`config.mk`:
```
export PLATFORM = sky130hd
export DESIGN_NAME = gtls_ctrl
export DESIGN_NICKNAME = d
export VERILOG_FILES = /design/src/sv/gtls_pkg.sv /design/src/sv/gtls_ctrl.sv
export SDC_FILE = /design/constraint.sdc
export NUM_CORES = 1
export LEC_CHECK = 0
export CORE_ASPECT_RATIO = 0.75
export CORE_MARGIN = 10
export CORE_UTILIZATION = 34
export CTS_CLUSTER_SIZE = 25
export DETAILED_ROUTE_END_ITERATION = 10
export DONT_BUFFER_PORTS = 1
export PLACE_DENSITY = 0.59
export SLEW_MARGIN = 30
export SYNTH_ARGS = -nofsm -noshare
export SYNTH_HDL_FRONTEND = slang
export SYNTH_SLANG_ARGS = --single-unit
```
`constraint.sdc`:
```
create_clock -name clock -period 1.64 [get_ports clock]
set_input_delay 0.328 -clock clock [delete_from_list [all_inputs] [get_ports clock]]
set_output_delay 0.328 -clock clock [all_outputs]
set_load 0.05 [all_outputs]
```
`src/sv/gtls_pkg.sv`:
```
// shared types and constants for the gray texture sampler
`timescale 1ns / 1ps

package gtls_pkg;

   // texture store geometry
   localparam int MAX_WIDTH  = 256;
   localparam int MAX_HEIGHT = 256;
   localparam int COL_W      = $clog2(MAX_WIDTH);
   localparam int ROW_W      = $clog2(MAX_HEIGHT);
   localparam int ADDR_W     = COL_W + ROW_W;

   // configuration register widths
   localparam int SIZE_W     = 9;
   localparam int TILE_W     = 8;
   localparam int MAXV_W     = 8;
   localparam int CSR_IDX_W  = 3;
   localparam int CSR_DATA_W = 9;

   localparam logic [SIZE_W-1:0] MAX_W_SIZE = SIZE_W'(MAX_WIDTH);
   localparam logic [SIZE_W-1:0] MAX_H_SIZE = SIZE_W'(MAX_HEIGHT);

   // register indexes
   localparam logic [CSR_IDX_W-1:0] CSR_IMAGE_WIDTH  = 3'd0;
   localparam logic [CSR_IDX_W-1:0] CSR_IMAGE_HEIGHT = 3'd1;
   localparam logic [CSR_IDX_W-1:0] CSR_X_TILING     = 3'd2;
   localparam logic [CSR_IDX_W-1:0] CSR_Y_TILING     = 3'd3;
   localparam logic [CSR_IDX_W-1:0] CSR_MAX_VALUE    = 3'd4;
   localparam logic [CSR_IDX_W-1:0] CSR_RGB_MODE     = 3'd5;

   // luma and normalization arithmetic
   localparam int SUM_W = 18;
   localparam int NUM_W = SUM_W + 16;
   localparam logic [SUM_W-1:0] LUMA_R_COEF = 18'd299;
   localparam logic [SUM_W-1:0] LUMA_G_COEF = 18'd587;
   localparam logic [SUM_W-1:0] LUMA_B_COEF = 18'd114;
   localparam logic [SUM_W-1:0] LUMA_SCALE  = 18'd1000;

   // shared divider
   localparam int DIV_STEPS = 16;
   localparam int CNT_W     = $clog2(DIV_STEPS + 1);

   // request commands
   localparam logic [1:0] CMD_LOAD   = 2'd0;
   localparam logic [1:0] CMD_INT    = 2'd1;
   localparam logic [1:0] CMD_UV     = 2'd2;
   localparam logic [1:0] CMD_UNUSED = 2'd3;

   typedef struct packed {
      logic [1:0]         cmd;
      logic [7:0]         red;
      logic [7:0]         green;
      logic [7:0]         blue;
      logic signed [15:0] x_coord;
      logic signed [15:0] y_coord;
      logic [15:0]        u_frac;
      logic [15:0]        v_frac;
   } req_type;

   typedef struct packed {
      logic [15:0] gray_value;
      logic [7:0]  gray_level;
   } rsp_type;

   // datapath operations
   typedef enum logic [3:0] {
      OP_NONE,
      OP_CAPTURE,
      OP_LUMA,
      OP_LOAD_INIT,
      OP_DIV_STEP,
      OP_LOAD_WRITE,
      OP_WRAP_INIT,
      OP_WRAP_FIX,
      OP_TILE_MUL,
      OP_TILE_INIT,
      OP_UV_MUL1,
      OP_UV_MUL2,
      OP_UV_INIT,
      OP_SET_COORD,
      OP_READ,
      OP_RESULT
   } op_type;

   typedef struct packed {
      op_type op;
      logic   axis;   // 0 column, 1 row
   } dp_cmd_type;

   typedef struct packed {
      logic div_last;
      logic out_free;
   } dp_status_type;

   typedef enum logic [4:0] {
      ST_IDLE,
      ST_LOAD_SUM,
      ST_LOAD_INIT,
      ST_LOAD_DIV,
      ST_LOAD_WRITE,
      ST_WRAP_INIT,
      ST_WRAP_DIV,
      ST_WRAP_FIX,
      ST_TILE_MUL,
      ST_TILE_INIT,
      ST_TILE_DIV,
      ST_UV_MUL1,
      ST_UV_MUL2,
      ST_UV_INIT,
      ST_UV_DIV,
      ST_SET_COORD,
      ST_READ,
      ST_RESULT
   } state_type;

endpackage

```
`src/sv/gtls_ctrl.sv`:
```
// controller state machine sequencing loads and lookups
`timescale 1ns / 1ps

module gtls_ctrl (
   input  logic                   clock,
   input  logic                   reset,
   input  logic                   req_valid,
   input  logic [1:0]             req_cmd,
   output logic                   req_ready,
   output gtls_pkg::dp_cmd_type   dp_cmd,
   input  gtls_pkg::dp_status_type dp_status
);
   import gtls_pkg::*;

   state_type state_ff, state_in;
   logic      axis_ff, axis_in;
   logic      uv_ff, uv_in;

   // state registers
   always_ff @(posedge clock) begin
      if (reset) begin
         state_ff <= ST_IDLE;
         axis_ff  <= 1'b0;
         uv_ff    <= 1'b0;
      end else begin
         state_ff <= state_in;
         axis_ff  <= axis_in;
         uv_ff    <= uv_in;
      end
   end

   // next state and datapath commands
   always_comb begin
      state_in    = state_ff;
      axis_in     = axis_ff;
      uv_in       = uv_ff;
      req_ready   = 1'b0;
      dp_cmd.op   = OP_NONE;
      dp_cmd.axis = axis_ff;
      unique case (state_ff)
         ST_IDLE: begin
            req_ready = 1'b1;
            axis_in   = 1'b0;
            if (req_valid) begin
               dp_cmd.op = OP_CAPTURE;
               priority if (req_cmd == CMD_LOAD) begin
                  state_in = ST_LOAD_SUM;
               end else if (req_cmd == CMD_INT) begin
                  uv_in    = 1'b0;
                  state_in = ST_WRAP_INIT;
               end else if (req_cmd == CMD_UV) begin
                  uv_in    = 1'b1;
                  state_in = ST_UV_MUL1;
               end else begin
                  state_in = ST_IDLE;
               end
            end
         end
         // load path: luma, normalize, store
         ST_LOAD_SUM: begin
            dp_cmd.op = OP_LUMA;
            state_in  = ST_LOAD_INIT;
         end
         ST_LOAD_INIT: begin
            dp_cmd.op = OP_LOAD_INIT;
            state_in  = ST_LOAD_DIV;
         end
         ST_LOAD_DIV: begin
            dp_cmd.op = OP_DIV_STEP;
            if (dp_status.div_last) state_in = ST_LOAD_WRITE;
         end
         ST_LOAD_WRITE: begin
            dp_cmd.op = OP_LOAD_WRITE;
            state_in  = ST_IDLE;
         end
         // integer lookup: wrap, tile, wrap again
         ST_WRAP_INIT: begin
            dp_cmd.op = OP_WRAP_INIT;
            state_in  = ST_WRAP_DIV;
         end
         ST_WRAP_DIV: begin
            dp_cmd.op = OP_DIV_STEP;
            if (dp_status.div_last) state_in = ST_WRAP_FIX;
         end
         ST_WRAP_FIX: begin
            dp_cmd.op = OP_WRAP_FIX;
            state_in  = ST_TILE_MUL;
         end
         ST_TILE_MUL: begin
            dp_cmd.op = OP_TILE_MUL;
            state_in  = ST_TILE_INIT;
         end
         ST_TILE_INIT: begin
            dp_cmd.op = OP_TILE_INIT;
            state_in  = ST_TILE_DIV;
         end
         ST_TILE_DIV: begin
            dp_cmd.op = OP_DIV_STEP;
            if (dp_status.div_last) state_in = ST_SET_COORD;
         end
         // u,v lookup: scale by size and tiling, wrap
         ST_UV_MUL1: begin
            dp_cmd.op = OP_UV_MUL1;
            state_in  = ST_UV_MUL2;
         end
         ST_UV_MUL2: begin
            dp_cmd.op = OP_UV_MUL2;
            state_in  = ST_UV_INIT;
         end
         ST_UV_INIT: begin
            dp_cmd.op = OP_UV_INIT;
            state_in  = ST_UV_DIV;
         end
         ST_UV_DIV: begin
            dp_cmd.op = OP_DIV_STEP;
            if (dp_status.div_last) state_in = ST_SET_COORD;
         end
         // column done moves on to the row, row done reads the store
         ST_SET_COORD: begin
            dp_cmd.op = OP_SET_COORD;
            if (axis_ff) begin
               state_in = ST_READ;
            end else begin
               axis_in  = 1'b1;
               state_in = uv_ff ? ST_UV_MUL1 : ST_WRAP_INIT;
            end
         end
         ST_READ: begin
            dp_cmd.op = OP_READ;
            state_in  = ST_RESULT;
         end
         ST_RESULT: begin
            if (dp_status.out_free) begin
               dp_cmd.op = OP_RESULT;
               state_in  = ST_IDLE;
            end
         end
         default: begin
            state_in = ST_IDLE;
         end
      endcase
   end

endmodule

```
==> Implementation_results.wiki, run 1 <==
{| class="wikitable"
! Metric !! Value
|-
| Run status || finished with violations
|-
| Violated checks || negative setup slack
|-
| Count of endpoints failing setup in the final report || 10
|-
| Clock root buffer master || sky130_fd_sc_hd__clkbuf_4
|-
| Share of final-layout standard cells stronger than drive strength 1 || 0.5000
|-
| Chip height || approximately 61 um
|-
| Post-layout instance area || roughly 1300 sq um
|-
| Final period demand of the worst path || approximately 1.9 ns
|-
| Number of synthesis warnings || 0
|-
| Synth async-reset ratio || 0
|-
| I/O pin count || 13
|-
| Number of nets in the final layout || ~140
|-
| Hold buffer count at CTS || 0
|-
| Non-filler instance count after layout || between 150 and 200
|-
| PortBufs || 0
|-
| Cells after Synth || approximately 100
|-
| Static Leak || 0.4806 nW
|-
| Portion of total power attributed to the clock network || 0.060
|-
| Clk_lat worst skew || ~0.25 ns
|-
| Power per Cell Area || approximately 2100 nW/um^2
|-
| Cell Int Power || 1.429 mW
|-
| Worst Max-Slew Pin Slew || roughly 0.36 ns
|-
| Period Utilization, post-route || 1.163
|-
| First-pass GRT wire length || between 4000 and 5000 um
|-
| Cell with the biggest individual delay on the critical path || sky130_fd_sc_hd__or3b_4
|-
| Data required, critical path || between 1 and 1.5 ns
|-
| CP Max Fanout || 7
|-
| TritonCTS clock tree || built
|-
| Standard cell area after detailed placement || 1089 sq um
|-
| Detailed router's first-iteration violation count || 53
|-
| Global route total overflow || 0
|-
| Routed length per instance || 17.49 um
|-
| Dpl cells || 146
|-
| Number of distinct library cells after synthesis || between 40 and 50
|-
| Category of the most critical setup path || flip-flop to output port
|-
| Pin count of the biggest net entering global routing || 19
|-
| Critical Path Start Type || flip-flop
|-
| Via total after detailed routing || 930
|-
| Crit path max-delay family || compound AO/OA/AOI/OAI gates
|-
| Total power of the final layout || 2.714 mW
|-
| Most used flip-flop cell after synthesis || sky130_fd_sc_hd__dfxtp_1
|-
| Switching power share of the total || 0.4735
|-
| Post-route clock skew || around 0.0048 ns
|-
| Synthesized area || approximately 760 sq um
|-
| Vias/cell || 6.039
|-
| Maximum count of clock buffers along a single path || 2
|-
| FMAX || 0.5245 GHz
|-
| Clock tree sinks || 7
|-
| Utilization after layout || 0.6126
|-
| Post-Syn Area per Cell || 7.291 sq um
|-
| Final total negative setup slack || -1.562 ns
|-
| Global-route total usage across every layer || 0.1208
|-
| Part of the total power dissipated in sequential elements || 0.124
|-
| Setup repair after global routing missed its margin || true
|-
| Pre-Repair DR Iteration Count || 5
|-
| Number of buffers inserted during clock tree synthesis || 3
|-
| Area of the multi-input gates || roughly 690 sq um
|-
| Starting utilization of the core area || 0.3668
|-
| Post-synth EDFFs || 0
|-
| Die X-Extent || between 70 and 80 um
|-
| Worst IR drop on VDD || about 1.1 mV
|-
| Post-detailed-placement half-perimeter wirelength || ~1900 um
|-
| Core Area || roughly 2100 sq um
|-
| Hold Worst Slack || 0.1326 ns
|-
| Largest stage delay, worst path || ~0.4 ns
|-
| Placer Congestion || around 0.81
|-
| Fill cell count || 189
|-
| Worst setup slack before clock tree synthesis || -0.05421 ns
|-
| Crit path buffers/inverters || 1
|-
| Number of violations of the max-capacitance limit || 0
|-
| Share of synthesized area occupied by flip-flops and latches || 0.1848
|-
| Flop and latch count out of synthesis || 7
|-
| Number of nets produced by synthesis || around 110
|-
| Worst hold-check path type || input pin to flip-flop
|-
| Worst Setup End Kind || output port
|-
| Combinational power share || 0.816
|-
| Data arrival time at the worst-slack endpoint || approximately 1.6 ns
|-
| Vias in the first global route || 871
|-
| Clock transition at the registers of the reported paths || around 0.06 ns
|-
| Final Hold Fails || 0
|-
| Number of max-slew violations in the final report || 0
|-
| Antenna cells || 0
|-
| Area grow syn2layout || 67.00%
|-
| Final worst slack || -0.2667 ns
|-
| Drc violations || 0
|-
| Register Area || between 150 and 200 sq um
|-
| Antenna violation net count after detailed routing || 0
|-
| Wire length after detailed routing || 2694 um
|-
| Slew headroom || 0.7583
|-
| Area of the die || around 4500 sq um
|-
| Initial antenna violation count || 0
|-
| H-Tree Depth || 1
|-
| Cell-by-cell listing of the critical path || or3b_4 > o31ai_2 > a32oi_2 > o22ai_4 > buf_12
|-
| Switching power || approximately 1.3 mW
|-
| Number of rows in the core area || 14
|}
-- Yosys cell counts, types with 2 or more instances --
| cell | n | area, sq um |
|---|---|---|
| sky130_fd_sc_hd__a21oi_1 | 9 | 45.04 |
| sky130_fd_sc_hd__nor3_1 | 5 | 25.02 |
| sky130_fd_sc_hd__a31oi_1 | 2 | 12.51 |
| sky130_fd_sc_hd__a221oi_1 | 2 | 17.52 |
| sky130_fd_sc_hd__a32oi_1 | 3 | 26.28 |
| sky130_fd_sc_hd__ha_1 | 3 | 37.54 |
| sky130_fd_sc_hd__nor2_1 | 8 | 30.03 |
| sky130_fd_sc_hd__a211oi_1 | 2 | 15.01 |
| sky130_fd_sc_hd__nand2_1 | 6 | 22.52 |
| sky130_fd_sc_hd__buf_1 | 3 | 11.26 |
| sky130_fd_sc_hd__buf_2 | 4 | 20.02 |
| sky130_fd_sc_hd__nand4_1 | 2 | 12.51 |
| sky130_fd_sc_hd__dfxtp_1 | 7 | 140.1 |
| sky130_fd_sc_hd__nand3_1 | 2 | 10.01 |
| sky130_fd_sc_hd__nor4b_1 | 2 | 17.52 |
| sky130_fd_sc_hd__o21ai_0 | 4 | 20.02 |
| sky130_fd_sc_hd__inv_1 | 7 | 26.28 |
| sky130_fd_sc_hd__nor2b_1 | 2 | 12.51 |
| sky130_fd_sc_hd__o22ai_1 | 3 | 18.77 |
| sky130_fd_sc_hd__clkbuf_1 | 2 | 7.510 |
| sky130_fd_sc_hd__o31ai_1 | 4 | 30.03 |
-- power groups by stage --
stage / sequential, mW / combinational, mW / clock, mW
2_1_floorplan: 0.246 / 1.24 / 0
3_3_place_gp: 0.297 / 1.90 / 0
3_5_place_dp: 0.303 / 1.92 / 0
4_1_cts: 0.315 / 2.09 / 0.166
5_1_grt: 0.343 / 2.34 / 0.184
6_report: 0.335 / 2.21 / 0.164
-- cell type report --
cell class	count	area share
flip-flops and latches	7	0.1215
well taps	24	0.02372
multi-input cells	79	0.5435
inverters	7	0.02075
clock buffers	4	0.02075
repair buffers	33	0.2698
-- layout by cell type, fill, tap and decap left out, types with 3 or more instances in the layout --
master,n
sky130_fd_sc_hd__nor2_1,7
sky130_fd_sc_hd__o22ai_4,3
sky130_fd_sc_hd__inv_1,7
sky130_fd_sc_hd__a21oi_1,6
sky130_fd_sc_hd__nor3_1,3
sky130_fd_sc_hd__buf_12,6
sky130_fd_sc_hd__dfxtp_4,3
sky130_fd_sc_hd__buf_4,23
sky130_fd_sc_hd__buf_6,3
sky130_fd_sc_hd__clkbuf_4,3
sky130_fd_sc_hd__ha_1,3
sky130_fd_sc_hd__a21oi_2,3
sky130_fd_sc_hd__nand2_1,6
-- per-layer routing --
layer  wire length (um)  share of wire  global-route usage  vias to the layer above
li1                   -              -                   -                      445
met1               1140           0.42              0.1490                      438
met2               1261           0.47              0.1882                       37
met3                207          0.077             0.03589                       10
met4                 85          0.032             0.05914                        0
met5                  0              0                   0                        -
-- sequential cells by signal, summed over array words and instances, names as in the netlist --
register and cells:
uv_ff 1, axis_ff 1, state_ff 5
-- logic make-up after synthesis --
logic type,after synthesis,synth area share
and+or+nand+nor,39,0.3202
AOI/OAI and AO/OA,35,0.3103
buffers and inverters,18,0.1106
DFF,7,0.1848
adders and majority gates,3,0.04951
xor gates and xnor gates,1,0.01155
muxes,1,0.01320
-- final timing paths --
path,from,end,slack [ns],cells past startpoint
setup / recovery,state_ff[4],dp_cmd[2],-0.27,5
hold reg to reg,uv_ff,state_ff[3],0.52,2
setup reg to reg,state_ff[1],state_ff[3],-0.20,6
hold / removal,reset,state_ff[4],0.13,1
-- what timing repair did --
item | CTS | global route
gates resized for setup | 20 | 8
setup buffers | 1 | 3
endpoints found under the hold margin | 0 | 0
pin swaps | 7 | 6
endpoints found under the setup margin | 9 | 10
Note: power is estimated with default switching activity, not from simulation.
==> run 2, diff against run 1 <==
--- a/config.mk
+++ b/config.mk
@@ -5,7 +5,7 @@
 export SDC_FILE = /design/constraint.sdc
 export NUM_CORES = 1
 export LEC_CHECK = 0
-export CORE_ASPECT_RATIO = 0.75
+export CORE_ASPECT_RATIO = 1.25
 export CORE_MARGIN = 10
 export CORE_UTILIZATION = 34
 export CTS_CLUSTER_SIZE = 25
==> run 2 against run 1 <==
Net effect:
- the flow still finishes with violations (negative setup slack)
- combinational power increased by 2%
- via count increased by 1.7%
- largest cell class unchanged
- flip-flop and latch count unchanged
- die area decreased by 0.16%
- sequential power decreased by 4%
- clock skew increased by 0.0012 ns
- clock power increased by 5%
==> Implementation_results.wiki, run 2 (synthesis gave the netlist of run 1 again) <==
{| class="wikitable"
! Metric !! Value
|-
| Vias in the first global route || 965 (+11%)
|-
| Period Utilization, post-route || 1.153 (-0.009718)
|-
| Standard cell area after detailed placement || 1115 sq um (+2.4%)
|-
| Met2 track demand over resource || 0.2169 (+0.02870)
|-
| TritonCTS clock tree || built
|-
| Number of violations of the max-capacitance limit || 0 (unchanged)
|-
| Worst hold-check path type || input pin to flip-flop
|-
| Slew headroom || 0.8089 (+0.05061)
|-
| Antenna cells || 0 (unchanged)
|-
| Detailed router's first-iteration violation count || 38 (-28%)
|-
| Post-layout instance area || 1329 sq um (+4.9%)
|-
| Clock tree sinks || 7 (unchanged)
|-
| Initial antenna violation count || 0 (unchanged)
|-
| Global-route layer with the greatest usage || met2
|-
| Starting utilization of the core area || 0.3505 (-0.01634)
|-
| Category of the most critical setup path || flip-flop to output port
|-
| Share of final-layout standard cells stronger than drive strength 1 || 0.5290 (+0.02899)
|-
| Setup repair after global routing missed its margin || true
|-
| Run status || finished with violations
|-
| Via total after detailed routing || 946 (+1.7%)
|-
| Pre-Repair DR Iteration Count || 4 (-1)
|-
| Global-route total usage across every layer || 0.1168 (-0.004004)
|-
| PortBufs || 0 (unchanged)
|-
| Post-route clock skew || 0.005943 ns (+0.001180 ns)
|-
| Static Leak || 0.5216 nW (+8.5%)
|-
| Max FFs per register || 5 (unchanged)
|-
| Worst Max-Slew Pin Slew || 0.2846 ns (-0.07292 ns)
|-
| Clock root buffer master || sky130_fd_sc_hd__clkbuf_4
|-
| Top reg by flops || state_ff
|-
| Number of rows in the core area || 19 (+5)
|-
| Placer Congestion || 0.8647 (+7.4%)
|-
| I/O pin count || 13 (unchanged)
|-
| Clk_lat worst skew || 0.27 ns (+0.02 ns)
|-
| Final worst slack || -0.2508 ns (+0.01594 ns)
|-
| Registers with the highest flip-flop counts || state_ff: 5 flops, axis_ff: 1 flops, uv_ff: 1 flops
|-
| Total power of the final layout || 2.744 mW (+1.1%)
|-
| Count of endpoints failing setup in the final report || 7 (-3)
|-
| Worst IR drop on VDD || 1.312 mV (+17%)
|-
| Number of max-slew violations in the final report || 0 (unchanged)
|-
| Power per Cell Area || 2065 nW/um^2 (-3.7%)
|-
| Critical Path Start Type || flip-flop
|-
| Post-detailed-placement half-perimeter wirelength || 1918 um (+0.94%)
|-
| Clock transition at the registers of the reported paths || 0.06 ns (about the same)
|-
| Global route total overflow || 0 (unchanged)
|-
| Die X-Extent || 62.24 um (-16%)
|-
| Final Hold Fails || 0 (unchanged)
|-
| Number of nets in the final layout || 149 (+5.7%)
|-
| Maximum count of clock buffers along a single path || 2 (unchanged)
|-
| Chip height || 72.80 um (+20%)
|-
| First-pass GRT wire length || 4298 um (+1.1%)
|-
| M3 GR Usage || 0.03994 (+0.004049)
|-
| Most common cell after layout, fill and taps aside || sky130_fd_sc_hd__buf_4
|-
| Drc violations || 0 (unchanged)
|-
| Number of buffers inserted during clock tree synthesis || 3 (unchanged)
|-
| Routed length per instance || 16.20 um (-7.4%)
|-
| CP Max Fanout || 10 (+3)
|-
| Violated checks || negative setup slack
|-
| Wire length after detailed routing || 2738 um (+1.6%)
|-
| Antenna violation net count after detailed routing || 0 (unchanged)
|-
| Pin count of the biggest net entering global routing || 13 (-6)
|-
| H-Tree Depth || 1 (unchanged)
|-
| Vias/cell || 5.598 (-7.3%)
|-
| Data arrival time at the worst-slack endpoint || 1.56 ns (-0.02 ns)
|-
| Hold Worst Slack || 0.1079 ns (-0.02462 ns)
|-
| Area grow syn2layout || 75.25%
|-
| Area of the die || 4531 sq um (-0.16%)
|-
| Leading cell types in the layout, fill and taps excluded || sky130_fd_sc_hd__buf_4 (29), sky130_fd_sc_hd__inv_1 (7), sky130_fd_sc_hd__nor2_1 (6), sky130_fd_sc_hd__nand2_1 (6), sky130_fd_sc_hd__buf_6 (6)
|-
| FMAX || 0.5289 GHz (+0.84%)
|-
| Hold buffer count at CTS || 0 (unchanged)
|-
| Met1 Use GR || 0.1059 (-0.04305)
|-
| Final period demand of the worst path || 1.891 ns (-0.01594 ns)
|-
| Core Area || 2163 sq um (+4.7%)
|-
| Worst Setup End Kind || output port
|-
| Data required, critical path || 1.31 ns (about the same)
|}
run 2: layout make-up:
type / instances / area (sq um)
Tap cell: 31 / 38.79
Multi-Input combinational cell: 79 / 680.7
Timing Repair Buffer: 41 / 400.4
Clock buffer: 4 / 26.28
Sequential cell: 7 / 156.4
Fill cell: 184 / 834.6
Inverter: 7 / 26.28
run 2: worst paths after layout:
path | depth (start not counted) | end | start | slack [ns]
worst min register to register | 2 | state_ff[3] | uv_ff | 0.51
worst max register to register | 6 | uv_ff | state_ff[1] | -0.08
worst min-delay path | 1 | state_ff[4] | reset | 0.11
worst max-delay path | 4 | req_ready | state_ff[1] | -0.25
run 2: what timing repair did:
action / CTS / global route
setup buffers: 4 / 4
endpoints found under the setup margin: 6 / 10
pin swaps: 6 / 2
gates resized for setup: 23 / 9
run 2: layer usage:
| layer | vias to the layer above | wire [um] |
|---|---|---|
| met2 | 33 | 1445 |
| met3 | 5 | 213 |
| met5 | - | 0 |
| li1 | 463 | - |
| met1 | 445 | 1026 |
| met4 | 0 | 53 |
run 2: through the flow:
step | std cells | TNS, ns | utilization | setup WS, ns
after floorplan | 104 | -0.1304 | - | -0.07415
after global placement | 157 | -0.05305 | 0.5153 | -0.05043
after CTS | 165 | -1.033 | 0.5818 | -0.2220
final | 169 | -1.017 | 0.6142 | -0.2508
after detailed placement | 157 | -0.1279 | 0.5153 | -0.07291
after global routing | 169 | -1.652 | 0.6142 | -0.3001
run 2: where the power goes:
| group | switching [mW] | internal (mW) |
|---|---|---|
| combinational | 1.11 | 1.13 |
| sequential | 0.0893 | 0.232 |
| clock | 0.0787 | 0.0938 |
run 2: worst max-delay path: stages (launching register included):
cell and delay (ns):
sky130_fd_sc_hd__dfxtp_4 0.36, sky130_fd_sc_hd__buf_8 0.14, sky130_fd_sc_hd__or4_4 0.52, sky130_fd_sc_hd__nor2_4 0.12, sky130_fd_sc_hd__buf_12 0.14
==> run 3, diff against run 2 <==
==> constraint.sdc (replaced) <==
create_clock -name clock -period 1.9 [get_ports clock]
set_input_delay 0.38 -clock clock [delete_from_list [all_inputs] [get_ports clock]]
set_output_delay 0.38 -clock clock [all_outputs]
set_load 0.05 [all_outputs]
==> run 3 against run 2 <==
Net effect:
- non-clock buffer count decreased by 14
- routed wire length decreased by 10%
- critical path type unchanged
- the run still ends with negative setup slack left
- critical path depth unchanged
==> Implementation_results.wiki, run 3 (synthesis gave the netlist of run 1 again) <==
{| class="wikitable"
! Metric !! Value
|-
| Number of max-slew violations in the final report || 0 (unchanged)
|-
| H-Tree Depth || 1 (unchanged)
|-
| Post-layout instance area || 1117 sq um (-16%)
|-
| CP Max Fanout || 4 (-6)
|-
| Total power of the final layout || 1.923 mW (-30%)
|-
| Antenna cells || 0 (unchanged)
|-
| Routed length per instance || 15.83 um (-2.3%)
|-
| Count of endpoints failing setup in the final report || 1 (-6)
|-
| Critical Path Start Type || flip-flop
|-
| Critical R2R Capture || state_ff[2]
|-
| Number of cells on the worst hold path || 1 (unchanged)
|-
| Detailed-route wire length on metal 1 || 911 um (-11%)
|-
| Standard cell area after detailed placement || 934.6 sq um (-16%)
|-
| Slew headroom || 0.8100 (+0.001071)
|-
| Post-detailed-placement half-perimeter wirelength || 1699 um (-11%)
|-
| Clock tree sinks || 7 (unchanged)
|-
| Category of the most critical setup path || flip-flop to output port
|-
| Antenna violation net count after detailed routing || 0 (unchanged)
|-
| Post-route clock skew || 0.0008533 ns (-0.005090 ns)
|-
| Leading cell types in the layout, fill and taps excluded || sky130_fd_sc_hd__buf_4 (21), sky130_fd_sc_hd__a21oi_1 (8), sky130_fd_sc_hd__inv_1 (6), sky130_fd_sc_hd__nor2_1 (6), sky130_fd_sc_hd__nand2_1 (6)
|-
| Most common cell after layout, fill and taps aside || sky130_fd_sc_hd__buf_4
|-
| Number of violations of the max-capacitance limit || 0 (unchanged)
|-
| Power per Cell Area || 1721 nW/um^2 (-17%)
|-
| Vias in the first global route || 853 (-12%)
|-
| First-pass GRT wire length || 4050 um (-5.8%)
|-
| Violated checks || negative setup slack
|-
| PortBufs || 0 (unchanged)
|-
| Fill cell count || 215 (+17%)
|-
| Static Leak || 0.4250 nW (-19%)
|-
| Data arrival time at the worst-slack endpoint || 1.52 ns (-0.04 ns)
|-
| Dpl cells || 143 (-8.9%)
|-
| Final period demand of the worst path || around 1.9 ns
|-
| Worst-case reg-to-reg path depth || 6 (unchanged)
|-
| Run status || finished with violations
|-
| Number of nets in the final layout || 135 (-9.4%)
|-
| Clk_lat worst skew || 0.24 ns (-0.03 ns)
|-
| Via total after detailed routing || 901 (-4.8%)
|-
| Area of the die || 4531 sq um (unchanged)
|-
| Drc violations || 0 (unchanged)
|-
| Launching instance or port of the critical path || state_ff[4]
|-
| TritonCTS clock tree || built
|-
| Detail Route met2 WL || 1335 um (-7.6%)
|-
| Worst Setup End Kind || output port
|-
| Global route total overflow || 0 (unchanged)
|-
| Clock transition at the registers of the reported paths || 0.05 ns (about the same)
|-
| Worst hold-check path type || input pin to flip-flop
|-
| Starting utilization of the core area || 0.3505 (unchanged)
|-
| Registers with the highest flip-flop counts || state_ff: 5 flops, axis_ff: 1 flops, uv_ff: 1 flops
|-
| FMAX || around 0.53 GHz
|-
| Maximum count of clock buffers along a single path || 2 (unchanged)
|-
| Pin count of the biggest net entering global routing || 18 (+5)
|-
| Final Hold Fails || 0 (unchanged)
|-
| Utilization after layout || 0.5165 (-0.09774)
|-
| Min-Delay Endpoint || state_ff[4]
|-
| Worst Max-Slew Pin Slew || 0.2828 ns (-0.001738 ns)
|-
| Final worst slack || -0.004409 ns (+0.2464 ns)
|-
| Uppermost metal layer occupied by signal nets || met4
|-
| I/O pin count || 13 (unchanged)
|-
| Placer Congestion || 0.8649 (about the same)
|-
| WL met3 || 125 um (-41%)
|-
| Max FFs per register || 5 (unchanged)
|-
| Global-route total usage across every layer || 0.1082 (-0.008613)
|-
| Number of buffers inserted during clock tree synthesis || 3 (unchanged)
|-
| Core Area || 2163 sq um (unchanged)
|-
| Number of rows in the core area || 19 (unchanged)
|-
| Data required, critical path || 1.52 ns (+0.21 ns)
|-
| Pre-Repair DR Iteration Count || 4 (unchanged)
|-
| Slack of the worst reg-to-reg path || 0.15 ns (+0.23 ns)
|-
| Non-filler instance count after layout || 155 (-8.3%)
|-
| Top reg by flops || state_ff
|-
| Period Utilization, post-route || 1.002
|-
| Share of final-layout standard cells stronger than drive strength 1 || 0.4113 (-0.1177)
|-
| Area grow syn2layout || 47.36%
|-
| Chip height || 72.80 um (unchanged)
|-
| Die X-Extent || 62.24 um (unchanged)
|-
| Clock root buffer master || sky130_fd_sc_hd__clkbuf_4
|-
| Detailed router's first-iteration violation count || 47 (+24%)
|-
| Wire length after detailed routing || 2454 um (-10%)
|-
| Initial antenna violation count || 0 (unchanged)
|-
| Worst IR drop on VDD || 0.7285 mV (-44%)
|-
| HP Start || reset
|-
| Launch instance of the worst register-to-register path || state_ff[0]
|-
| Setup repair after global routing missed its margin || true
|-
| Vias/cell || 5.813 (+3.8%)
|}
## run 3: power by group
part	switching [mW]	total (mW)	internal [mW]
registers	0.112	0.316	0.204
logic	0.796	1.48	0.681
clock network	0.0497	0.130	0.0798
total	0.958	1.92	0.965
## run 3: how the worst max path moves through the flow
stage / endpoint / slack [ns] / cells past startpoint
after floorplan: dp_cmd[1] / -0.26 / 6
after global placement: dp_cmd[2] / 0.13 / 5
after detailed placement: dp_cmd[1] / 0.09 / 5
after CTS: req_ready / -0.05 / 4
after global routing: req_ready / -0.05 / 4
final: req_ready / -0.004 / 4
## run 3: layer usage
metal,vias up,GRT usage
met5,-,0
met4,0,0.07634
met3,12,0.01997
met2,24,0.1906
met1,431,0.1144
li1,434,-
## run 3: worst max-delay path: stages, from the launching register on
cell and delay, ns:
sky130_fd_sc_hd__dfxtp_4 0.35, sky130_fd_sc_hd__buf_6 0.12, sky130_fd_sc_hd__or4_4 0.55, sky130_fd_sc_hd__nor2_4 0.12, sky130_fd_sc_hd__buf_12 0.14
## run 3: repair_timing
item | 4_1_cts | 5_1_grt
pin swaps | 4 | 5
setup buffers | 7 | 1
setup endpoints to repair | 5 | 5
hold buffers | 0 | 0
gates resized for setup | 13 | 16
## run 3: stage by stage
stage               worst slack [ns]   TNS [ns]  hold slack (ns)
global route                -0.05203    -0.1212           0.1723
detailed placement           0.08833          0           0.4563
finish                     -0.004409  -0.004409           0.1896
CTS                         -0.04939    -0.1365           0.1787
global placement              0.1275          0           0.4547
floorplan                    -0.2577    -0.5770           0.4750
## run 3: area by class of cell
class / count / area (sq um) / share of cell area
flip-flops and latches: 7 / 158.9 / 0.1422
multi-input cells: 79 / 611.8 / 0.5476
inverters: 7 / 30.03 / 0.02688
clock buffers: 4 / 26.28 / 0.02352
well taps: 31 / 38.79 / 0.03471
repair buffers: 27 / 251.5 / 0.2251
